==> config.mk <==
export PLATFORM = sky130hd
export DESIGN_NAME = soca_out_fifo
export DESIGN_NICKNAME = d
export VERILOG_FILES = /design/src/design/soca_pkg.sv /design/src/design/soca_out_fifo.sv
export SDC_FILE = /design/constraint.sdc
export NUM_CORES = 1
export LEC_CHECK = 0
export BUFFER_PORTS_ARGS = -buffer_cell sky130_fd_sc_hd__buf_4
export CORE_MARGIN = 4
export CORE_UTILIZATION = 53
export CTS_BUF_LIST = sky130_fd_sc_hd__clkbuf_4
export CTS_CLUSTER_DIAMETER = 80
export DETAILED_ROUTE_END_ITERATION = 6
export MAX_ROUTING_LAYER = met4
export PLACE_DENSITY = 0.76
export SYNTH_ARGS = -nofsm -noshare
export SYNTH_HDL_FRONTEND = slang
export SYNTH_SLANG_ARGS = --single-unit
==> constraint.sdc <==
create_clock -name clk_i -period 1.9 [get_ports clk_i]
set_input_delay 0.095 -clock clk_i [delete_from_list [all_inputs] [get_ports clk_i]]
set_output_delay 0.095 -clock clk_i [all_outputs]
set_load 0.005 [all_outputs]
==> src/design/soca_pkg.sv <==
// Shared types and constants for the stereo overlap crossfade assembler.
`timescale 1ns / 1ps
`default_nettype none

package soca_pkg;

  localparam int unsigned SampleW       = 16;
  localparam int unsigned MaxOverlapDef = 1024;
  localparam int unsigned WindowW       = 20;
  localparam int unsigned OverlapW      = 11;
  localparam int unsigned StepW         = 17;
  localparam int unsigned TargetW       = 32;
  localparam int unsigned PosW          = 20;
  localparam int unsigned RampW         = 17;
  localparam int unsigned Q16Frac       = 16;
  localparam int unsigned ProdW         = SampleW + 1 + RampW + 1;
  localparam int unsigned SumW          = SampleW + Q16Frac + 4;
  localparam int unsigned ApbAddrW      = 4;
  localparam int unsigned ApbDataW      = 32;
  localparam int unsigned FifoDepth     = 4;
  localparam int unsigned FifoPtrW      = 2;
  localparam int unsigned FifoCntW      = 3;

  localparam logic [RampW-1:0] Q16One = 17'h10000;
  localparam logic [SumW-1:0]  Q16Half = 36'h8000;

  localparam logic [WindowW-1:0]  WindowRst  = 20'd4096;
  localparam logic [OverlapW-1:0] OverlapRst = 11'd1024;
  localparam logic [StepW-1:0]    StepRst    = 17'd64;
  localparam logic [TargetW-1:0]  TargetRst  = 32'd0;

  typedef enum logic [1:0] {
    RegWindow  = 2'd0,
    RegOverlap = 2'd1,
    RegStep    = 2'd2,
    RegTarget  = 2'd3
  } reg_idx_e;

  typedef struct packed {
    logic signed [SampleW-1:0] left_in;
    logic signed [SampleW-1:0] right_in;
    logic                      final_window;
  } in_item_t;

  typedef struct packed {
    logic signed [SampleW-1:0] left_out;
    logic signed [SampleW-1:0] right_out;
    logic                      end_of_stream;
  } out_item_t;

  typedef struct packed {
    logic [WindowW-1:0]  window_samples;
    logic [OverlapW-1:0] overlap_len;
    logic [StepW-1:0]    alpha_step;
    logic [TargetW-1:0]  keep_count;
  } cfg_t;

  typedef struct packed {
    logic                      blend;
    logic                      wr;
    logic                      emit;
    logic                      eos;
    logic [RampW-1:0]          alpha;
    logic signed [SampleW-1:0] left;
    logic signed [SampleW-1:0] right;
  } op_t;

endpackage

`default_nettype wire

==> src/design/soca_out_fifo.sv <==
// Result queue with room check that counts items still in the datapath.
`timescale 1ns / 1ps
`default_nettype none

module soca_out_fifo (
  input  wire logic           clk_i,
  input  wire logic           rst_ni,
  input  wire logic           push_i,
  input  soca_pkg::out_item_t data_i,
  input  wire logic [1:0]     inflight_i,
  output logic                full_o,
  output logic                out_valid_o,
  input  wire logic           out_stall_i,
  output soca_pkg::out_item_t out_data_o
);
  import soca_pkg::*;

  out_item_t           mem_q [FifoDepth];
  logic [FifoPtrW-1:0] wr_ptr_q, rd_ptr_q;
  logic [FifoCntW-1:0] cnt_q, cnt_d;
  logic                pop;

  assign out_valid_o = (cnt_q != '0);
  assign pop         = out_valid_o && !out_stall_i;
  assign out_data_o  = mem_q[rd_ptr_q];
  assign full_o      = ({1'b0, cnt_q} + {2'b0, inflight_i}) >= (FifoCntW + 1)'(FifoDepth);

  always_comb begin
    cnt_d = cnt_q;
    case ({push_i, pop})
      2'b10:   cnt_d = cnt_q + FifoCntW'(1);
      2'b01:   cnt_d = cnt_q - FifoCntW'(1);
      default: cnt_d = cnt_q;
    endcase
  end

  always_ff @(posedge clk_i or negedge rst_ni) begin
    if (!rst_ni) begin
      wr_ptr_q <= '0;
      rd_ptr_q <= '0;
      cnt_q    <= '0;
    end else begin
      cnt_q <= cnt_d;
      if (push_i) begin
        wr_ptr_q <= wr_ptr_q + FifoPtrW'(1);
      end
      if (pop) begin
        rd_ptr_q <= rd_ptr_q + FifoPtrW'(1);
      end
    end
  end

  always_ff @(posedge clk_i) begin
    if (push_i) begin
      mem_q[wr_ptr_q] <= data_i;
    end
  end

  a_no_overflow: assert property (@(posedge clk_i) disable iff (!rst_ni)
    push_i |-> (cnt_q != FifoCntW'(FifoDepth)) || pop)
    else $error("result queue overflow");

endmodule

`default_nettype wire

==> results.py <==
metrics = {
    "flow_run": {
        "cap_violations": 0,
    },
    "clock_tree": {
        "numClockSinks": 139,
        "cts_tree": "yes",
        "numCtsBuffers": 17,
        "htree_levels": 4,
        "clk_path_buf_depth": 2,
        "clock_latency_ps": 510,
        "clk_pin_slew_ps": 110,
        "cts_root_buffer": "clkbuf_4",
    },
    "placement": {
        "finalWeightedCongestion": 0.714,
        "dp_hpwl_mm": 5.38,
        "portBuffers": 73,
        "placed_cell_area_um2": 6050,
    },
    "routing": {
        "drt_wl_total_mm": 9.08,
        "drt_pre_antenna_iters": 5,
        "drt-wirelength-per-cell_um": 18.2,
        "route.vias.total": 2530,
        "viasPerCell": 5.08,
        "drc": 0,
        "drt_iter0_markers": 151,
        "antenna_left": 0,
    },
    "timing": {
        "fmax_mhz": 508,
        "maxSlewViolCount": 0,
        "fin_worst_skew_ps": 7.11,
        "worst_slack_ps": -67.5,
        "worst_pin_slew_ps": 340,
        "period_share": 1.04,
        "holdWs_ps": 326,
        "rsz0062_at_grt": "yes",
        "finalSetupViolations": 30,
        "max_slew_margin": 0.773,
        "period_needed_ps": 1970,
        "finalHoldViolCount": 0,
    },
    "die": {
        "coreArea_um2": 9680,
        "initial_core_util": 0.541,
        "num_rows": 36,
        "fp.dieArea_um2": 11500,
        "io_pins": 74,
        "die_y_um": 107,
        "fp.dieW_um": 107,
    },
    "global_routing": {
        "grtUsageMet1": 0.224,
        "overflow": 0,
        "grt-busiest-layer": "met2",
        "grt_pass1_wl_mm": 14.8,
        "use_met3": 0.0558,
        "gr-usage-met2": 0.291,
        "grt_max_degree": 30,
        "antenna_found_initial": 0,
        "grt_usage": 0.182,
        "grt_pass1_vias": 2831,
    },
    "run_status": {
        "violations": "setup timing",
        "status": "complete, but fails checks",
    },
    "min_path": {
        "hp-class": "input pin to flop",
        "min_from": "data_i[6]",
        "worstHoldEndpoint": "mem_q[1][6]$_DFFE_PP_",
        "hold_path_depth": 2,
    },
    "yosys": {
        "synth.avg_cell_area_um2": 24.7,
        "ys_seq_area_frac": 0.790,
        "synth_warnings": 0,
        "syn_inst": 212,
        "ys_ff_latch": 139,
        "syn_area_um2": 5240,
        "netlist-cell-type-count": 20,
        "syn_nets": 258,
    },
    "finish": {
        "n_antenna_cell": 0,
        "multi_input_area_um2": 980,
        "fillers": 576,
        "layout-drive-gt1-share": 0.441,
        "layout.nets": 398,
        "final_area_um2": 6860,
        "area_growth_pct": 30.8,
        "area.sequential_um2": 4140,
    },
    "power": {
        "p_leak_uw": 0.00244,
        "irDropWorstVdd_uv": 714,
        "powerDensity_nw_per_um2": 1390,
    },
    "setup_path": {
        "r2r-end": "cnt_q[2]$_DFFE_PN0P_",
        "reg2reg_slack_ps": 110,
        "worstSetupPathType": "flop to primary output",
        "cp.required_ps": 1800,
        "critPathCaptureType": "primary output",
        "worst-path-max-fanout": 3,
        "timing.rr.start": "cnt_q[1]$_DFFE_PN0P_",
        "start_kind": "flop",
        "worstRegToRegCells": 8,
        "critPathArrivalTime_ps": 1870,
    },
}
## layout by cell type, fill, tap and decap left out, drive strengths merged
cell,instances
edfxtp,132
buf,92
dlygate4sd3,37
mux4,33
clkbuf,18
inv,9
clkinv,7
dfrtp,7
ha,6
xor2,5
and2,4
clkinvlp,3
bufinv,2
nor2,2
nor3,1
a311o,1
mux2i,1
xnor2,1
nand2,1
o21ai,1
nor3b,1
fa,1
## final cells by class
| class | count | area share |
|---|---|---|
| clock inverters | 14 | 0.0186 |
| flip-flops and latches | 139 | 0.604 |
| inverters | 7 | 0.00383 |
| multi-input cells | 58 | 0.143 |
| clock buffers | 18 | 0.0197 |
| repair buffers | 129 | 0.186 |
| well taps | 133 | 0.0243 |
## through the flow
stage | total power [uW] | setup WS [ps] | setup TNS [ps] | utilization | cells
5_1_grt | 10100 | -196 | -5430 | 0.708 | 498
6_report | 9510 | -67.5 | -1110 | 0.708 | 498
3_3_place_gp | 7250 | 187 | 0 | 0.625 | 421
2_1_floorplan | 5970 | 74.4 | 0 | - | 212
3_5_place_dp | 7320 | 21.5 | 0 | 0.625 | 421
4_1_cts | 9540 | -122 | -3140 | 0.703 | 495
## cells in the mapped netlist (all sizes together)
cell,count,area [um^2]
ha,6,75.1
a311o,1,10.0
edfxtp,132,3960
buf,8,91.3
nand2,1,3.75
nor3b,1,7.51
xnor2,1,8.76
nor3,1,5.00
inv,7,26.3
nor2,2,7.51
mux4,33,762
xor2,5,43.8
dfrtp,7,175
and2,4,25.0
o21ai,1,5.00
fa,1,20.0
mux2i,1,10.0
## worst max-delay path, cell delays in order (launching register included)
cell     delay, ps
dfrtp_2        430
buf_4          150
buf_4          120
mux4_2         510
buf_4          150
## per-layer routing
layer,vias up,share of wire
met4,0,0.014
met5,-,0
met2,64,0.52
met1,1283,0.42
met3,14,0.042
li1,1169,-
## kinds of logic after synthesis
family,count (synthesis),share of synthesized area
AOI/OAI and AO/OA,2,0.00286
and+or+nand+nor,9,0.00931
DFF,139,0.790
muxes,34,0.147
xor gates and xnor gates,6,0.0100
buffers and inverters,15,0.0224
adders and majority gates,7,0.0181
## power by group
group | switching [uW] | internal [uW] | total, uW
Clock | 990 | 774 | 1760
Combinational | 1440 | 2110 | 3550
Sequential | 185 | 4020 | 4200
## sequential cells by signal, summed over array words and instances (netlist names)
name / cells
rd_ptr_q: 2
wr_ptr_q: 2
cnt_q: 3
mem_q: 132
## what timing repair did
action | CTS | global route
hold endpoints to repair | 143 | 0
pin swaps | 0 | 1
buffers inserted | 5 | 3
resized for setup | 33 | 7
endpoints found under the setup margin | 34 | 34
hold buffers | 37 | 0
## worst max-delay path by stage
stage	startpoint	endpoint	slack [ps]	depth (start not counted)
final	rd_ptr_q[0]$_DFFE_PN0P_	out_data_o[31]	-70	4
after detailed placement	cnt_q[0]$_DFFE_PN0P_	cnt_q[2]$_DFFE_PN0P_	20	8
after CTS	rd_ptr_q[0]$_DFFE_PN0P_	out_data_o[22]	-120	4
after global routing	rd_ptr_q[0]$_DFFE_PN0P_	out_data_o[31]	-200	4
after floorplan	wr_ptr_q[0]$_DFFE_PN0P_	mem_q[0][0]$_DFFE_PP_	70	3
after global placement	cnt_q[0]$_DFFE_PN0P_	cnt_q[2]$_DFFE_PN0P_	190	8
Note: power is estimated with default switching activity, not from simulation.
