## config.mk

```make
export PLATFORM = sky130hd
export DESIGN_NAME = soca_blend
export DESIGN_NICKNAME = d
export VERILOG_FILES = /design/src/design/soca_pkg.sv /design/src/design/soca_blend.sv
export SDC_FILE = /design/constraint.sdc
export NUM_CORES = 2
export LEC_CHECK = 0
export BUFFER_PORTS_ARGS = -buffer_cell sky130_fd_sc_hd__buf_4
export CAP_MARGIN = 15
export CORE_MARGIN = 8
export CORE_UTILIZATION = 50
export CTS_CLUSTER_SIZE = 20
export DETAILED_ROUTE_END_ITERATION = 6
export MAX_ROUTING_LAYER = met4
export PLACE_DENSITY = 0.66
export SLEW_MARGIN = 25
export SYNTH_ARGS = -nofsm -noshare
export SYNTH_HDL_FRONTEND = slang
export SYNTH_SLANG_ARGS = --single-unit
```

## constraint.sdc

```tcl
create_clock -name clk_i -period 10.57 [get_ports clk_i]
set_input_delay 1.5855 -clock clk_i [delete_from_list [all_inputs] [get_ports clk_i]]
set_output_delay 1.5855 -clock clk_i [all_outputs]
set_load 0.02 [all_outputs]
```

## src/design/soca_pkg.sv

```systemverilog
// Shared types and constants for the stereo overlap crossfade assembler.
`timescale 1ns / 1ps
`default_nettype none

package soca_pkg;

  localparam int unsigned SampleW       = 16;
  localparam int unsigned MaxOverlapDef = 1024;
  localparam int unsigned WindowW       = 20;
  localparam int unsigned OverlapW      = 11;
  localparam int unsigned StepW         = 17;
  localparam int unsigned TargetW       = 32;
  localparam int unsigned PosW          = 20;
  localparam int unsigned RampW         = 17;
  localparam int unsigned Q16Frac       = 16;
  localparam int unsigned ProdW         = SampleW + 1 + RampW + 1;
  localparam int unsigned SumW          = SampleW + Q16Frac + 4;
  localparam int unsigned ApbAddrW      = 4;
  localparam int unsigned ApbDataW      = 32;
  localparam int unsigned FifoDepth     = 4;
  localparam int unsigned FifoPtrW      = 2;
  localparam int unsigned FifoCntW      = 3;

  localparam logic [RampW-1:0] Q16One = 17'h10000;
  localparam logic [SumW-1:0]  Q16Half = 36'h8000;

  localparam logic [WindowW-1:0]  WindowRst  = 20'd4096;
  localparam logic [OverlapW-1:0] OverlapRst = 11'd1024;
  localparam logic [StepW-1:0]    StepRst    = 17'd64;
  localparam logic [TargetW-1:0]  TargetRst  = 32'd0;

  typedef enum logic [1:0] {
    RegWindow  = 2'd0,
    RegOverlap = 2'd1,
    RegStep    = 2'd2,
    RegTarget  = 2'd3
  } reg_idx_e;

  typedef struct packed {
    logic signed [SampleW-1:0] left_in;
    logic signed [SampleW-1:0] right_in;
    logic                      final_window;
  } in_item_t;

  typedef struct packed {
    logic signed [SampleW-1:0] left_out;
    logic signed [SampleW-1:0] right_out;
    logic                      end_of_stream;
  } out_item_t;

  typedef struct packed {
    logic [WindowW-1:0]  window_samples;
    logic [OverlapW-1:0] overlap_len;
    logic [StepW-1:0]    alpha_step;
    logic [TargetW-1:0]  keep_count;
  } cfg_t;

  typedef struct packed {
    logic                      blend;
    logic                      wr;
    logic                      emit;
    logic                      eos;
    logic [RampW-1:0]          alpha;
    logic signed [SampleW-1:0] left;
    logic signed [SampleW-1:0] right;
  } op_t;

endpackage

`default_nettype wire

```

## src/design/soca_blend.sv

```systemverilog
// Two-stage crossfade datapath with tail forwarding and write-back.
`timescale 1ns / 1ps
`default_nettype none

module soca_blend #(
  parameter int unsigned MAX_OVERLAP = soca_pkg::MaxOverlapDef
) (
  input  wire logic                            clk_i,
  input  wire logic                            rst_ni,
  input  wire logic                            accept_i,
  input  soca_pkg::op_t                        op_i,
  input  wire logic [$clog2(MAX_OVERLAP)-1:0]  rd_idx_i,
  input  wire logic [$clog2(MAX_OVERLAP)-1:0]  wr_idx_i,
  input  wire logic [2*soca_pkg::SampleW-1:0]  rd_data_i,
  output logic                                 we_o,
  output logic [$clog2(MAX_OVERLAP)-1:0]       wr_idx_o,
  output logic [2*soca_pkg::SampleW-1:0]       wr_data_o,
  output logic                                 push_o,
  output soca_pkg::out_item_t                  push_data_o,
  output logic [1:0]                           inflight_o
);
  import soca_pkg::*;

  localparam int unsigned IdxW = $clog2(MAX_OVERLAP);

  // stage 1: tail data arrives
  logic             s1_v_q;
  op_t              s1_op_q;
  logic [IdxW-1:0]  s1_rd_idx_q, s1_wr_idx_q;

  // stage 2: product ready
  logic                      s2_v_q, s2_wr_q, s2_emit_q, s2_eos_q;
  logic [IdxW-1:0]           s2_wr_idx_q;
  logic signed [SampleW-1:0] s2_old_l_q, s2_old_r_q;
  logic signed [ProdW-1:0]   s2_prod_l_q, s2_prod_r_q;

  // last write-back, for reads issued at the same edge
  logic                      lw_v_q;
  logic [IdxW-1:0]           lw_idx_q;
  logic [2*SampleW-1:0]      lw_data_q;

  logic [2*SampleW-1:0]      tail, s2_res;
  logic signed [SampleW-1:0] old_l, old_r, res_l, res_r;
  logic signed [SampleW:0]   diff_l, diff_r;
  logic signed [RampW:0]     alpha_s;
  logic signed [ProdW-1:0]   prod_l, prod_r;
  logic signed [SumW-1:0]    acc_l, acc_r;

  always_comb begin
    if (s2_v_q && s2_wr_q && (s2_wr_idx_q == s1_rd_idx_q)) begin
      tail = s2_res;
    end else if (lw_v_q && (lw_idx_q == s1_rd_idx_q)) begin
      tail = lw_data_q;
    end else begin
      tail = rd_data_i;
    end
    old_l   = s1_op_q.blend ? $signed(tail[2*SampleW-1:SampleW]) : s1_op_q.left;
    old_r   = s1_op_q.blend ? $signed(tail[SampleW-1:0])         : s1_op_q.right;
    diff_l  = {s1_op_q.left[SampleW-1], s1_op_q.left} - {old_l[SampleW-1], old_l};
    diff_r  = {s1_op_q.right[SampleW-1], s1_op_q.right} - {old_r[SampleW-1], old_r};
    alpha_s = $signed({1'b0, s1_op_q.alpha});
    prod_l  = diff_l * alpha_s;
    prod_r  = diff_r * alpha_s;
  end

  always_comb begin
    acc_l  = $signed({{4{s2_old_l_q[SampleW-1]}}, s2_old_l_q, {Q16Frac{1'b0}}})
           + $signed({s2_prod_l_q[ProdW-1], s2_prod_l_q}) + $signed(Q16Half);
    acc_r  = $signed({{4{s2_old_r_q[SampleW-1]}}, s2_old_r_q, {Q16Frac{1'b0}}})
           + $signed({s2_prod_r_q[ProdW-1], s2_prod_r_q}) + $signed(Q16Half);
    res_l  = acc_l[Q16Frac +: SampleW];
    res_r  = acc_r[Q16Frac +: SampleW];
    s2_res = {res_l, res_r};
  end

  always_ff @(posedge clk_i or negedge rst_ni) begin
    if (!rst_ni) begin
      s1_v_q <= 1'b0;
      s2_v_q <= 1'b0;
      lw_v_q <= 1'b0;
    end else begin
      s1_v_q <= accept_i;
      s2_v_q <= s1_v_q;
      lw_v_q <= s2_v_q && s2_wr_q;
    end
  end

  always_ff @(posedge clk_i) begin
    s1_op_q     <= op_i;
    s1_rd_idx_q <= rd_idx_i;
    s1_wr_idx_q <= wr_idx_i;
    s2_wr_q     <= s1_op_q.wr;
    s2_emit_q   <= s1_op_q.emit;
    s2_eos_q    <= s1_op_q.eos;
    s2_wr_idx_q <= s1_wr_idx_q;
    s2_old_l_q  <= old_l;
    s2_old_r_q  <= old_r;
    s2_prod_l_q <= prod_l;
    s2_prod_r_q <= prod_r;
    lw_idx_q    <= s2_wr_idx_q;
    lw_data_q   <= s2_res;
  end

  assign we_o       = s2_v_q && s2_wr_q;
  assign wr_idx_o   = s2_wr_idx_q;
  assign wr_data_o  = s2_res;
  assign push_o     = s2_v_q && s2_emit_q;
  assign push_data_o.left_out      = res_l;
  assign push_data_o.right_out     = res_r;
  assign push_data_o.end_of_stream = s2_eos_q;
  assign inflight_o = {1'b0, s1_v_q} + {1'b0, s2_v_q};

endmodule

`default_nettype wire

```

==> results.yml <==
timing:
  report.final.hold_viol_count: 0
  fin_hold_ws_ns: 0.3338
  setup_viol: 0
  setup-tns-final_ns: 0
  fin_worst_skew_ns: 0.02634
  rsz0062_at_grt: "false"
  slew-limit-headroom_pct: 25.84
  worstMarginPinSlew_ns: 1.112
  slew_viol_final: 0
  min_period_ns: 9.960
  finalCritPeriodShare_pct: 94.23
  max_freq_mhz: 100.4
route:
  firstDrtPassIters: 5
  postRouteAntennaNets: 0
  viasPerCell: 5.192
  wl_um: 66420
  drt-initial-drc-count: 1036
  vias: 19240
  drc: 0
  routedWlPerCell_um: 17.92
logic_synthesis:
  syn_nets: 3712
  yosys_most_used_dff: "dfxtp_1"
  syn_avg_cell_area_um2: 9.186
  synth_xor_area_share_pct: 3.877
  synthSimpleGateAreaFrac_pct: 14.68
  synthMuxAreaShare_pct: 1.889
  synth.distinct_cells: 65
  yosys_warnings: 0
  synth-compound-area-share_pct: 6.178
  synth_top_area_share_pct: 34.09
  yosysSeqAreaShare_pct: 14.98
  synth-async-reset-ratio_pct: 1.523
  synth_edf_count: 0
  synthAdderAreaFrac_pct: 47.20
  synth_seq_cells: 197
  synth_top_family_by_area: "adder cells"
  synthTopCellsByArea: "fa_1 (34%), dfxtp_1 (15%), ha_1 (13%)"
  netlist_area_um2: 26430
  syn_inst: 2877
  yosysTopAreaCell: "fa_1"
grt:
  met3_usage_pct: 4.290
  grt_max_degree: 36
  globalRouteTotalUtil_pct: 23.31
  overflow: 0
  grt_pass1_wl_um: 108900
  grt_pass1_vias: 20690
  antenna_found_initial: 0
  grt_use_met1_pct: 31.44
  grt.busiest_layer: "met2"
  use_met2_pct: 36.66
floorplanning:
  die_height_um: 245.9
  core_um2: 52450
  num_rows: 84
  die_w_um: 245.9
  io_pins: 187
  start_util_pct: 50.39
  fp.dieArea_um2: 60470
cts:
  root_buffer: "clkbuf_16"
  clkSlewWorstSetupHoldPaths_ns: 0.09
  numClockSinks: 197
  post_cts_buffers: 0
  worstSkewPairLatency_ns: 0.51
  cts_buffer_depth: 2
  htree_levels: 4
  cts_buffers: 17
  cts_tree: "done"
status:
  outcome: "finished, final reports clean"
finish:
  final_cell_mix: "inv_1 (618), fa_1 (450), nand2_1 (338)"
  syn2layout_area_growth_pct: 10.59
  drive_above_1_share_pct: 10.77
  nets: 3839
  layout_commonest_cell: "inv_1"
  stdcell_area_um2: 29230
  utilization_pct: 55.73
  fill_cells: 4645
worst_setup_path:
  slowest_stage: "fa_1"
  critPathMaxStageDelay_ns: 0.56
  worst-endpoint-required_ns: 10.94
  crit_arrival_ns: 10.33
  regToRegSetupSlack_ns: 0.61
  path_common_cell: "fa_1"
  cp-start-kind: "flip-flop"
  crit_start: "s2_old_l_q[0]"
  critPathCaptureType: "flip-flop"
  path_class: "reg2reg"
  worstReg2RegStart: "s2_old_l_q[0]"
  cp_max_fo: 13
placement:
  placed_cell_area_um2: 28510
  place.gp.congestion: 0.9030
  hpwl_um: 52490
  io_buffer_count: 186
worst_hold_path:
  hold_path_startpoint: "s1_wr_idx_q[5]"
  hold_path_class: "reg2reg"
run:
  cap_viol_max_count: 0
[through the flow]
step	worst slack, ns	cells
6_report	0.6103	3706
5_1_grt	0.005775	3705
3_5_place_dp	0.3963	3673
2_1_floorplan	1.087	2877
3_3_place_gp	0.4803	3673
4_1_cts	0.2895	3705
[synth_stat cells (all sizes together), types with 2 or more instances]
| cell type | n |
|---|---|
| o21bai | 6 |
| or3 | 9 |
| nand4 | 9 |
| o21a | 37 |
| xnor2 | 77 |
| o2111ai | 3 |
| fa | 450 |
| clkbuf | 98 |
| a211o | 2 |
| mux2i | 42 |
| a31oi | 14 |
| o31a | 5 |
| dfrtp | 3 |
| nand3 | 12 |
| and4b | 2 |
| dfxtp | 194 |
| nor2 | 90 |
| ha | 277 |
| nand2b | 12 |
| o21ai | 37 |
| a31o | 2 |
| inv | 618 |
| buf | 38 |
| a21o | 29 |
| and3 | 8 |
| nor4 | 3 |
| a211oi | 10 |
| nand2 | 338 |
| nor2b | 83 |
| and2 | 183 |
| xor2 | 33 |
| a21boi | 5 |
| o211ai | 17 |
| a21oi | 60 |
| mux2 | 7 |
| nor3 | 24 |
| or2 | 19 |
| o41a | 2 |
[area by class of cell]
cell class	count	area [um2]	share of cell area (%)
timing repair buffer	244	1844	6.310
clock buffer	17	425.4	1.455
antenna	1	2.502	0.008562
tap	688	860.8	2.945
clock inverter	15	236.5	0.8091
sequential	197	3963	13.56
inverter	618	2320	7.937
multi-input combinational	1926	19580	66.98
[path summary, 6_finish.rpt]
check / endpoint / cells after the start
hold / removal: wr_idx_o[5] / 0
setup reg to reg: s2_prod_l_q[31] / 40
max in group asynchronous: s1_v_q / 1
setup / recovery: s2_prod_l_q[31] / 40
hold reg to reg: wr_idx_o[5] / 0
min in group asynchronous: lw_v_q / 1
[metal layers]
layer  share of wire (%)  vias up
met2                  46      588
li1                    -     8928
met3                 6.9       69
met4                 1.3        0
met1                  45     9656
met5                   0        -
[timing repair]
item	4_1_cts	5_1_grt
resized for setup	0	7
hold buffers	0	0
setup endpoints to repair	0	11
[state kept, by name (all words and copies together) (netlist names), 16 cells and up]
| name | count |
|---|---|
| s2_prod_l_q | 17 |
| s2_old_l_q | 16 |
| lw_data_q | 32 |
| s2_old_r_q | 16 |
| alpha_s | 17 |
| s2_prod_r_q | 17 |
| s1_op_q | 36 |
[worst max-delay path, delay by kind of cell (launching register included)]
family	cells	cell delay [ns]
adder cells (fa/ha/maj)	9	3.86
AO/OA/AOI/OAI	19	3.52
XOR/XNOR	3	1.07
AND/OR/NAND/NOR	4	0.50
buffers and inverters	4	0.46
flip-flops	1	0.33
multiplexers	1	0.11
[cell families after synthesis]
group / Yosys count
XOR/XNOR: 112
multiplexers: 49
AND/OR/NAND/NOR: 796
flip-flops: 197
adder cells (fa/ha/maj): 727
AO/OA/AOI/OAI: 242
buffers and inverters: 754
Power is left out: the tool's default activity adds up to more than one toggle a clock period on the data nets, which glitch-free logic cannot reach.
