[src/design/soca_pkg.sv]
// Shared types and constants for the stereo overlap crossfade assembler.
`timescale 1ns / 1ps
`default_nettype none

package soca_pkg;

  localparam int unsigned SampleW       = 16;
  localparam int unsigned MaxOverlapDef = 1024;
  localparam int unsigned WindowW       = 20;
  localparam int unsigned OverlapW      = 11;
  localparam int unsigned StepW         = 17;
  localparam int unsigned TargetW       = 32;
  localparam int unsigned PosW          = 20;
  localparam int unsigned RampW         = 17;
  localparam int unsigned Q16Frac       = 16;
  localparam int unsigned ProdW         = SampleW + 1 + RampW + 1;
  localparam int unsigned SumW          = SampleW + Q16Frac + 4;
  localparam int unsigned ApbAddrW      = 4;
  localparam int unsigned ApbDataW      = 32;
  localparam int unsigned FifoDepth     = 4;
  localparam int unsigned FifoPtrW      = 2;
  localparam int unsigned FifoCntW      = 3;

  localparam logic [RampW-1:0] Q16One = 17'h10000;
  localparam logic [SumW-1:0]  Q16Half = 36'h8000;

  localparam logic [WindowW-1:0]  WindowRst  = 20'd4096;
  localparam logic [OverlapW-1:0] OverlapRst = 11'd1024;
  localparam logic [StepW-1:0]    StepRst    = 17'd64;
  localparam logic [TargetW-1:0]  TargetRst  = 32'd0;

  typedef enum logic [1:0] {
    RegWindow  = 2'd0,
    RegOverlap = 2'd1,
    RegStep    = 2'd2,
    RegTarget  = 2'd3
  } reg_idx_e;

  typedef struct packed {
    logic signed [SampleW-1:0] left_in;
    logic signed [SampleW-1:0] right_in;
    logic                      final_window;
  } in_item_t;

  typedef struct packed {
    logic signed [SampleW-1:0] left_out;
    logic signed [SampleW-1:0] right_out;
    logic                      end_of_stream;
  } out_item_t;

  typedef struct packed {
    logic [WindowW-1:0]  window_samples;
    logic [OverlapW-1:0] overlap_len;
    logic [StepW-1:0]    alpha_step;
    logic [TargetW-1:0]  keep_count;
  } cfg_t;

  typedef struct packed {
    logic                      blend;
    logic                      wr;
    logic                      emit;
    logic                      eos;
    logic [RampW-1:0]          alpha;
    logic signed [SampleW-1:0] left;
    logic signed [SampleW-1:0] right;
  } op_t;

endpackage

`default_nettype wire

[src/design/soca_ctrl.sv]
// Window position, ramp and output count tracking; issues tail RAM addresses.
`timescale 1ns / 1ps
`default_nettype none

module soca_ctrl #(
  parameter int unsigned MAX_OVERLAP = soca_pkg::MaxOverlapDef
) (
  input  wire logic                           clk_i,
  input  wire logic                           rst_ni,
  input  wire logic                           accept_i,
  input  soca_pkg::in_item_t                  item_i,
  input  soca_pkg::cfg_t                      cfg_i,
  output soca_pkg::op_t                       op_o,
  output logic [$clog2(MAX_OVERLAP)-1:0]      rd_idx_o,
  output logic [$clog2(MAX_OVERLAP)-1:0]      wr_idx_o
);
  import soca_pkg::*;

  localparam int unsigned IdxW  = $clog2(MAX_OVERLAP);
  localparam bit          IsPow2 = ((MAX_OVERLAP & (MAX_OVERLAP - 1)) == 0);
  localparam int unsigned ExtW  = PosW + 1;

  logic [PosW-1:0]    pos_q, pos_d;
  logic               first_q, first_d;
  logic [RampW-1:0]   ramp_q, ramp_d;
  logic [TargetW-1:0] emitted_q, emitted_d;

  logic [ExtW-1:0]    pos_x, win_x, ov_raw, ov_x, start_x, off_x;
  logic [PosW-1:0]    wr_off;
  logic [PosW:0]      wr_wrap;
  logic [RampW-1:0]   alpha, ramp_sat;
  logic [RampW:0]     ramp_sum;
  logic [TargetW:0]   emitted_inc;
  logic               blend, in_tail, last, emit;

  always_comb begin
    pos_x  = {1'b0, pos_q};
    win_x  = ExtW'(cfg_i.window_samples);
    ov_raw = ExtW'(cfg_i.overlap_len);
    ov_x   = (ov_raw > ExtW'(MAX_OVERLAP)) ? ExtW'(MAX_OVERLAP) : ov_raw;

    alpha    = (pos_q == '0) ? '0 : ramp_q;
    blend    = !first_q && (pos_x < ov_x);
    ramp_sum = {1'b0, alpha} + {1'b0, cfg_i.alpha_step};
    ramp_sat = (ramp_sum > {1'b0, Q16One}) ? Q16One : ramp_sum[RampW-1:0];

    in_tail = !item_i.final_window && ((pos_x + ov_x) >= win_x);
    start_x = (win_x > ov_x) ? (win_x - ov_x) : '0;
    off_x   = pos_x - start_x;
    wr_off  = off_x[PosW-1:0];
    wr_wrap = {1'b0, wr_off} - (PosW + 1)'(MAX_OVERLAP);
    if (IsPow2) begin
      wr_idx_o = wr_off[IdxW-1:0];
    end else if (wr_off >= PosW'(MAX_OVERLAP)) begin
      wr_idx_o = wr_wrap[IdxW-1:0];
    end else begin
      wr_idx_o = wr_off[IdxW-1:0];
    end
    rd_idx_o = pos_q[IdxW-1:0];

    emitted_inc = {1'b0, emitted_q} + (TargetW + 1)'(1);
    emit = !in_tail && (emitted_q < cfg_i.keep_count);
    last = (pos_x + ExtW'(1)) >= win_x;

    op_o.blend = blend;
    op_o.wr    = in_tail;
    op_o.emit  = emit;
    op_o.eos   = (emitted_inc == {1'b0, cfg_i.keep_count});
    op_o.alpha = alpha;
    op_o.left  = item_i.left_in;
    op_o.right = item_i.right_in;

    pos_d     = pos_q;
    first_d   = first_q;
    ramp_d    = ramp_q;
    emitted_d = emitted_q;
    if (accept_i) begin
      ramp_d    = blend ? ramp_sat : alpha;
      emitted_d = emit ? emitted_inc[TargetW-1:0] : emitted_q;
      if (last) begin
        pos_d   = '0;
        first_d = item_i.final_window;
        if (item_i.final_window) begin
          emitted_d = '0;
        end
      end else begin
        pos_d = pos_q + PosW'(1);
      end
    end
  end

  always_ff @(posedge clk_i or negedge rst_ni) begin
    if (!rst_ni) begin
      pos_q     <= '0;
      first_q   <= 1'b1;
      ramp_q    <= '0;
      emitted_q <= '0;
    end else begin
      pos_q     <= pos_d;
      first_q   <= first_d;
      ramp_q    <= ramp_d;
      emitted_q <= emitted_d;
    end
  end

  a_ramp_bound: assert property (@(posedge clk_i) disable iff (!rst_ni)
    ramp_q <= Q16One)
    else $error("ramp above unity");

  a_stream_restart: assert property (@(posedge clk_i) disable iff (!rst_ni)
    accept_i && last && item_i.final_window |=>
      (pos_q == '0) && first_q && (emitted_q == '0))
    else $error("stream state not restarted after final window");

endmodule

`default_nettype wire

[config.mk]
export PLATFORM = sky130hd
export DESIGN_NAME = soca_ctrl
export DESIGN_NICKNAME = d
export VERILOG_FILES = /design/src/design/soca_pkg.sv /design/src/design/soca_ctrl.sv
export SDC_FILE = /design/constraint.sdc
export NUM_CORES = 1
export LEC_CHECK = 0
export BUFFER_PORTS_ARGS = -buffer_cell sky130_fd_sc_hd__buf_2
export CAP_MARGIN = 20
export CORE_MARGIN = 2
export CORE_UTILIZATION = 30
export DETAILED_ROUTE_END_ITERATION = 10
export PLACE_DENSITY = 0.52
export RECOVER_POWER = 100
export SLEW_MARGIN = 20
export SYNTH_ARGS = -nofsm -noshare
export SYNTH_HDL_FRONTEND = slang
export SYNTH_SLANG_ARGS = --single-unit
[constraint.sdc]
create_clock -name clk_i -period 11.7 [get_ports clk_i]
set_clock_uncertainty 0.1 [all_clocks]
set_input_delay 0.585 -clock clk_i [delete_from_list [all_inputs] [get_ports clk_i]]
set_output_delay 0.585 -clock clk_i [all_outputs]
set_load 0.005 [all_outputs]
==> results of run 1 <==
per-stage QoR:
stage                     hold WS [ns]  cell area, um2   util
after floorplan                  0.189            9690      -
after global placement           0.367           10300  0.326
after detailed placement         0.369           10300  0.326
after CTS                     0.000772           10600  0.335
after global routing             0.347           10400  0.330
final                            0.262           10400  0.330
cells in the final DEF, fill, tap and decap left out, types with 15 or more instances in the layout:
cell / count
sky130_fd_sc_hd__a211oi_1: 17
sky130_fd_sc_hd__a21o_1: 19
sky130_fd_sc_hd__a21oi_1: 57
sky130_fd_sc_hd__a22o_1: 15
sky130_fd_sc_hd__and3_1: 17
sky130_fd_sc_hd__buf_2: 93
sky130_fd_sc_hd__clkbuf_1: 28
sky130_fd_sc_hd__dfrtp_1: 69
sky130_fd_sc_hd__ha_1: 137
sky130_fd_sc_hd__inv_1: 109
sky130_fd_sc_hd__mux2i_1: 24
sky130_fd_sc_hd__nand2_1: 113
sky130_fd_sc_hd__nand2b_1: 34
sky130_fd_sc_hd__nand3_1: 46
sky130_fd_sc_hd__nand4_1: 31
sky130_fd_sc_hd__nor2_1: 56
sky130_fd_sc_hd__nor2b_1: 23
sky130_fd_sc_hd__nor3_1: 39
sky130_fd_sc_hd__nor4_1: 17
sky130_fd_sc_hd__o21ai_0: 50
sky130_fd_sc_hd__xnor2_1: 78
sky130_fd_sc_hd__xor2_1: 34
worst reg2reg max path, delay by kind of cell, from the launching register on:
kind	cells	cell delay, ns
AOI/OAI and AO/OA	8	1.87
and+or+nand+nor	5	1.07
DFF	1	0.52
buffers and inverters	2	1.66
adders and majority gates	2	0.79
xor gates and xnor gates	1	0.11
synthesized netlist by cell type, drive strengths merged (7+ instances only):
| master | n | share of area |
|---|---|---|
| nand3 | 46 | 0.024 |
| a22o | 15 | 0.014 |
| o21ai | 52 | 0.027 |
| nand2 | 113 | 0.044 |
| nand4 | 31 | 0.020 |
| nor2b | 23 | 0.015 |
| or4 | 7 | 0.0054 |
| nand2b | 34 | 0.022 |
| clkbuf | 32 | 0.012 |
| mux2i | 24 | 0.025 |
| a21o | 19 | 0.015 |
| o311ai | 8 | 0.0072 |
| nor2 | 56 | 0.022 |
| or3 | 11 | 0.0071 |
| a21oi | 57 | 0.029 |
| xor2 | 34 | 0.031 |
| nor4 | 17 | 0.014 |
| ha | 137 | 0.18 |
| dfrtp | 69 | 0.18 |
| a211oi | 17 | 0.013 |
| inv | 109 | 0.042 |
| o2bb2ai | 9 | 0.0081 |
| xnor2 | 78 | 0.071 |
| and2 | 13 | 0.0084 |
| o31ai | 7 | 0.0054 |
| buf | 58 | 0.043 |
| and3 | 17 | 0.011 |
| nor3 | 40 | 0.029 |
registers in the layout, indices dropped and copies added (netlist names):
name,flops
first_q,1
emitted_q,32
ramp_q,17
pos_q,20
worst paths after layout:
kind | from | endpoint
setup reg to reg | pos_q[1] | emitted_q[1]
hold reg to reg | ramp_q[10] | ramp_q[10]
min in group clk_i | ramp_q[10] | ramp_q[10]
setup / recovery | cfg_i[59] | op_o[50]
hold / removal | rst_ni | ramp_q[8]
max in group asynchronous | rst_ni | ramp_q[13]
cell type report:
class                   count  area share
clock inverters             6     0.00359
clock buffers              10      0.0229
inverters                 110      0.0395
repair buffers            131      0.0604
multi-input cells         947       0.658
flip-flops and latches     70       0.168
well taps                 402      0.0481
power by group through the flow:
stage	clock network [W]	registers, W	logic (W)
after floorplan	0	0.000372	0.000735
after global placement	0	0.000430	0.000931
after detailed placement	0	0.000431	0.000937
after CTS	0.000273	0.000427	0.000944
after global routing	0.000282	0.000442	0.00105
final	0.000265	0.000429	0.000923
layer usage:
layer  up-vias  track usage  part of all wire  wire length, um
met1      4178        0.223              0.48            13500
met2       190        0.286              0.46            12900
met4         0       0.0486             0.019              520
li1       4380            -                 -                -
met3        38       0.0176             0.036             1010
met5         -            0                 0                0
logic make-up (layout without fill, tap and decap cells):
group	Yosys count	in the layout	share of synthesized area
compound gates	240	240	0.168
xor+xnor	112	112	0.101
fa+ha+maj	141	141	0.185
buf+inv	200	257	0.0984
flops	70	70	0.181
mux	26	26	0.0271
simple gates	428	428	0.239
==> run summary, run 1 <==
Maximum net fanout on the critical path: 43. The pin slew with the least headroom to its limit is 3.29 ns. After detailed routing, the average wire length per cell comes to 16.6 um. Summing all flip-flop and latch instances after layout gives 0.00175 mm2. The core region is 0.0316 mm2. The layout has 3377 filler cells. The checks that failed: capacitance limit, slew limit.

For this run, the top clock speed supported by timing is 0.144 GHz. For the sequential group share of total power, the log shows 0.265. Among all flip-flop cells after synthesis, the most frequent one is sky130_fd_sc_hd__dfrtp_1. The detailed-route DRC error count was 0. Counting every net in the synthesized netlist gives 1474. The share of power burned in combinational logic is 0.571.

In this run, post-CTS repair resized a total of 0 instances. The leakage power figure is 4.92 nW, and the worst reg2reg path depth is 18. The switching share of total power was 0.458; the area growth from synthesis to final layout was 7.85%.

Summing every instance area after synthesis gives 0.00969 mm2. The worst setup path is launched from an input pin. The part of the power in the clock network is 0.164, and the number of antenna violations at the first check in global routing is 1.

The peak supply drop was 66.2 uV. After global routing the overflow that remains totals 0. The Yosys warning count came out at 0. The slowest stage of the critical path is the sky130_fd_sc_hd__clkbuf_1 cell. The first global-routing pass estimated 45700 um of wire. The logs give 1660 for the cell total after placement and 2 for the number of max-cap violations. The finished layout holds 1676 standard cells, fillers aside. Final hold violation count: 0. The detailed-route via count came out at 8786. The critical path contains buffers and inverters numbering 4 combined. The tools report the kind of capture point of the worst setup path as a primary output.

Summed over all layers, the routed wires come to 27900 um. Dominant cell type by count on the critical path: sky130_fd_sc_hd__clkbuf_1. For the via count of the first global-routing pass, the log shows 8786.

Setup repair after global routing left no endpoint under its margin. The share of the yosys chip area belonging to registers came out at 0.181. Summing internal, switching and leakage power gives 0.00162 W. The tools report the critical path required time as 11.02 ns. TritonCTS built the clock tree. In the final timing run, aggregate negative setup slack is 0 ns. After technology mapping, the gate count stands at 1217. Relative slew slack: -1.19.

The tools report the number of setup buffers added after CTS as 0. The per-instance average area after synthesis is 7.96 um2. The number of search-and-repair iterations in the first detailed-routing pass is 5. For the pin count of the biggest net entering global routing, the log shows 56. The share of synthesized registers carrying an async set or reset works out to 1.00.

The fraction of layout cells with a size suffix above 1 was 0.103. Measured along the y axis, the die boundary spans 184 um. The clock reaches the later pin of the worst-skew pair after 0.34 ns.

The flop and latch count out of synthesis works out to 70. The tree built by TritonCTS fans out to 70 sinks. For this design the ratio of total power to cell area is 155 mW/mm2. The run finished, with violations left. Pin placement for this block handled 189 I/O pins. The combined global-route utilization of all metal layers was 0.168; the floorplan die area was 0.0337 mm2. Setup slack closes at 4.77 ns. The count of antenna diodes in the layout was 0.

The classification of the worst-slack hold path was input pin to asynchronous set/reset pin. The starting density of the core came out at 0.306. In this run the core area contains 65 standard-cell rows. The run gives 100 as the count of final max-slew check failures. The tools report the pre-CTS worst setup slack as 5.74 ns. For the number of buffers created by CTS, the log shows 9. Summed over all nets, the half-perimeter wirelength after detailed placement is 21800 um. Internal power consumption: 0.000877 W.

Clock-pin slew was measured on the worst setup and hold paths at 0.06 ns. For flop-to-flop paths, the worst setup slack is 5.46 ns. For the final weighted congestion in routability-driven placement, the log shows 0.838. The die is 184 um wide. Walking the worst path, the cells encountered are clkbuf_1 > clkinv_1 > nand2_1 > ha_1 > nand2b_1 > a21oi_1 > o21ai_0 > a221oi_1 > a211oi_1 > nor2_1 > xor2_1 > ha_1 > nand4_1 > a311o_1 > a211oi_1 > or4_2 > clkbuf_1 > nor2_1 > clkbuf_1. Data arrival time of the worst path: 6.25 ns.

Setup violations remaining at the end of the flow were counted as 0. Clock tree synthesis selected as its root buffer the cell sky130_fd_sc_hd__clkbuf_16. The number of routed nets with antenna violations is 0. The worst setup path is of the input pin to primary output kind. The category of cells accounting for the largest share of critical-path delay was buffers and inverters. For the final net count, the log shows 1526. In this run the number of cells on the critical path is 19. The ratio of final minimum period to clock period was 0.592. The via count normalized by instance count was 5.24; the number of synthesized flops with an enable pin was 0. For this design, the CTS-stage hold fixing added 0 buffers. Counting I/O delays and the setup requirement, the final critical path takes 6.93 ns. The number of different library cells used by synthesis comes to 74. After the first detailed-routing iteration, the DRC count stood at 550.

The clock tree buffer depth was 2. In this design, the stage delay of the slowest critical-path cell is 1.46 ns. The count of buffers added on input and output ports is 124. The multi-input combinational cell area is 0.00687 mm2.

The clock tree synthesis step divided the H-tree into 3 levels. In this run the power spent charging and discharging nets is 0.000740 W.
Power figures use the tool's default switching activity.
==> run 2, diff against run 1 <==
==> constraint.sdc (replaced) <==
create_clock -name clk_i -period 7 [get_ports clk_i]
set_clock_uncertainty 0.1 [all_clocks]
set_input_delay 0.35 -clock clk_i [delete_from_list [all_inputs] [get_ports clk_i]]
set_output_delay 0.35 -clock clk_i [all_outputs]
set_load 0.005 [all_outputs]
==> run summary, run 2 (synthesis gave the netlist of run 1 again) <==
Violated checks: capacitance limit, slew limit (unchanged). The number of buffers created by CTS was 9 (unchanged); the total of endpoints with negative setup slack in the final report was 0 (unchanged). The areal power density over the cells is 264 mW/mm2 (was 155 mW/mm2). The worst reg2reg path depth was 17 (was 18).

Number of search-and-repair iterations in the first detailed-routing pass: 5 (unchanged). The multi-input combinational cell area is 0.00691 mm2 (was 0.00687 mm2). The clock slew seen by the registers of the worst setup and hold paths is 0.06 ns (about the same). The area growth from synthesis to final layout is 9.00% (was 7.85%). The most common cell after layout, fill and taps aside is sky130_fd_sc_hd__ha_1 (unchanged).

The part of the power in the clock network is 0.191 (was 0.164). Setup repair after global routing left no endpoint under its margin. The tools report the clock sink total as 70 (unchanged).

For the pin count of the biggest net entering global routing, the log shows 68 (was 56). Count of final max-slew check failures: 68 (was 100). The most flop-heavy register is emitted_q (unchanged). The fraction of layout cells with a size suffix above 1 is 0.110 (was 0.103).

The maximum net fanout on the critical path is 43 (unchanged), and the sequential group share of total power is 0.256 (was 0.265). The worst slack on hold paths was 0.256 ns (was 0.262 ns). The clock period minus worst slack is 5.89 ns, and the number of antenna violations at the first check in global routing is 1 (unchanged).

The run gives 1676 (unchanged) as the number of standard cells in the final layout excluding fillers. For the via count of the first global-routing pass, the log shows 8891 (was 8786). The floorplan die area is 0.0337 mm2 (unchanged). The internal power consumption came out at 0.00156 W (was 0.000877 W). The clock latency on the worst-skew pair was 0.35 ns (was 0.34 ns).

Starting density of the core: 0.306 (unchanged). The pin slew with the least headroom to its limit was 4.05 ns (was 3.29 ns); the switching share of total power was 0.442 (was 0.458). The global-route wire length before repair was 46300 um (was 45700 um); the ratio of final minimum period to clock period was 0.841. The via count normalized by instance count was 5.18 (was 5.24). The aggregate routed wire length is 28000 um (was 27900 um). Timing would allow up to 0.170 GHz. The tools report the setup TNS as 0 ns (unchanged).

For the critical path required time, the log shows 6.55 ns (was 11.02 ns). The run gives 519 (was 550) as the number of DRC markers after the initial detailed-route iteration. The peak supply drop is 114 uV (was 66.2 uV). The kind of capture point of the worst setup path is a primary output (unchanged). The logs give 5.44 ns (was 6.25 ns) for the data arrival time of the worst path and 1.35 ns (was 5.46 ns) for the slack of the worst reg-to-reg path. The final core utilization was 0.334 (was 0.330). The tools report the root cell of the clock tree as sky130_fd_sc_hd__clkbuf_16 (unchanged). The logs give 189 (unchanged) for the number of top-level design ports and 0.553 (was 0.571) for the share of power burned in combinational logic. The number of routed nets with antenna violations came out at 0 (unchanged). For the detailed-route via count, the log shows 8683 (was 8786). The post-detailed-route wirelength per cell came out at 16.7 um (was 16.6 um). The final net count is 1526 (unchanged), and the total global routing overflow is 0 (unchanged).

For the cell total after placement, the log shows 1659 (was 1660). Placeable core region: 0.0316 mm2 (unchanged). The tools report the detailed-placement wirelength estimate as 21700 um (was 21800 um).

The flip-flop count of the largest register after layout was 32 (unchanged). Combined global-route utilization of all metal layers: 0.170 (was 0.168). The standard-cell row count came out at 65 (unchanged). The classification of the worst-slack hold path was input pin to asynchronous set/reset pin (unchanged). The number of max-cap violations came out at 1 (was 2). Startpoint type of the worst setup path: an input pin (unchanged). The number of buffers added on ports is 124 (unchanged), and the final weighted congestion in routability-driven placement is 0.849 (was 0.838). Count of antenna diodes in the layout: 0 (unchanged). The run gives 0.00123 W (was 0.000740 W) as the power dissipated by switching net loads. The filler cell count in the final layout is 3375 (was 3377). The leakage power figure is 4.97 nW (was 4.92 nW). The detailed-route DRC error count was 0 (unchanged); the height of the die was 184 um (unchanged).

TritonCTS built the clock tree. The area occupied by registers came out at 0.00175 mm2 (unchanged). The total power consumption of the routed design was 0.00279 W (was 0.00162 W). Largest registers: emitted_q x32, pos_q x20, ramp_q x17 (unchanged). The run finished, with violations left. Clock tree buffer depth: 2 (unchanged).

The final hold violation count was 0 (unchanged). Leading cell types in the layout, fill and taps excluded: sky130_fd_sc_hd__ha_1 (137), sky130_fd_sc_hd__nand2_1 (113), sky130_fd_sc_hd__inv_1 (109), sky130_fd_sc_hd__buf_2 (92), sky130_fd_sc_hd__xnor2_1 (78) (was sky130_fd_sc_hd__ha_1 (137), sky130_fd_sc_hd__nand2_1 (113), sky130_fd_sc_hd__inv_1 (109), sky130_fd_sc_hd__buf_2 (93), sky130_fd_sc_hd__xnor2_1 (78)). The relative slew slack was -1.70 (was -1.19). The critical path start-end classification was input pin to primary output (unchanged). The horizontal die dimension works out to 184 um (unchanged). H-tree depth: 3 (unchanged).
==> run 2: through the flow <==
stage	cell area (um2)	setup WS, ns
floorplan	9690	2.35
global route	10600	0.647
detailed placement	10300	1.05
CTS	10700	1.20
finish	10600	1.11
global placement	10300	1.13
==> run 2: worst max-delay path: stages <==
cell                       delay [ns]
sky130_fd_sc_hd__clkbuf_1        0.25
sky130_fd_sc_hd__clkinv_1        0.37
sky130_fd_sc_hd__nand2_1         0.32
sky130_fd_sc_hd__ha_1            0.28
sky130_fd_sc_hd__nand2b_1        0.14
sky130_fd_sc_hd__a21oi_1         0.19
sky130_fd_sc_hd__o21ai_0         0.15
sky130_fd_sc_hd__a221oi_1        0.50
sky130_fd_sc_hd__a211oi_1        0.15
sky130_fd_sc_hd__nor2_1          0.35
sky130_fd_sc_hd__nand4_1         0.16
sky130_fd_sc_hd__xnor2_1         0.16
sky130_fd_sc_hd__ha_1            0.30
sky130_fd_sc_hd__a21o_1          0.17
sky130_fd_sc_hd__a21oi_1         0.13
sky130_fd_sc_hd__nor2_1          0.04
sky130_fd_sc_hd__or4_2           1.01
sky130_fd_sc_hd__nor2_1          0.24
sky130_fd_sc_hd__clkbuf_1        0.13
==> run 2: cell type report <==
| type | instances | share of cell area |
|---|---|---|
| timing repair buffer | 131 | 0.0607 |
| multi-input combinational | 947 | 0.655 |
| sequential | 70 | 0.166 |
| inverter | 110 | 0.0391 |
| clock inverter | 3 | 0.00616 |
| tap | 402 | 0.0476 |
| clock buffer | 13 | 0.0256 |
==> run 2: power by group through the flow <==
stage               clock network [W]  logic, W  registers [W]
CTS                          0.000545   0.00157       0.000714
global placement                    0   0.00155       0.000719
detailed placement                  0   0.00156       0.000720
finish                       0.000533   0.00154       0.000715
global route                 0.000558   0.00176       0.000743
floorplan                           0   0.00123       0.000622
==> run 2: path summary, 6_finish.rpt <==
path,start,endpoint
worst min register to register,ramp_q[16],ramp_q[16]
worst max register to register,pos_q[1],emitted_q[1]
min in group clk_i,cfg_i[32],ramp_q[0]
worst max-delay path,cfg_i[59],op_o[50]
worst min-delay path,rst_ni,ramp_q[8]
max in group asynchronous,rst_ni,pos_q[12]
==> run 2: routing by layer <==
metal	share of wire	GRT usage	vias to the layer above
li1	-	-	4381
met1	0.49	0.226	4106
met2	0.46	0.292	155
met3	0.032	0.0168	41
met4	0.018	0.0493	0
met5	0	0	-
==> run 2: timing repair <==
action                     4_1_cts  5_1_grt
hold endpoints to repair         3        0
setup endpoints to repair        0        0
gates resized for setup          0        0
setup buffers                    0        0
hold buffers                     1        0
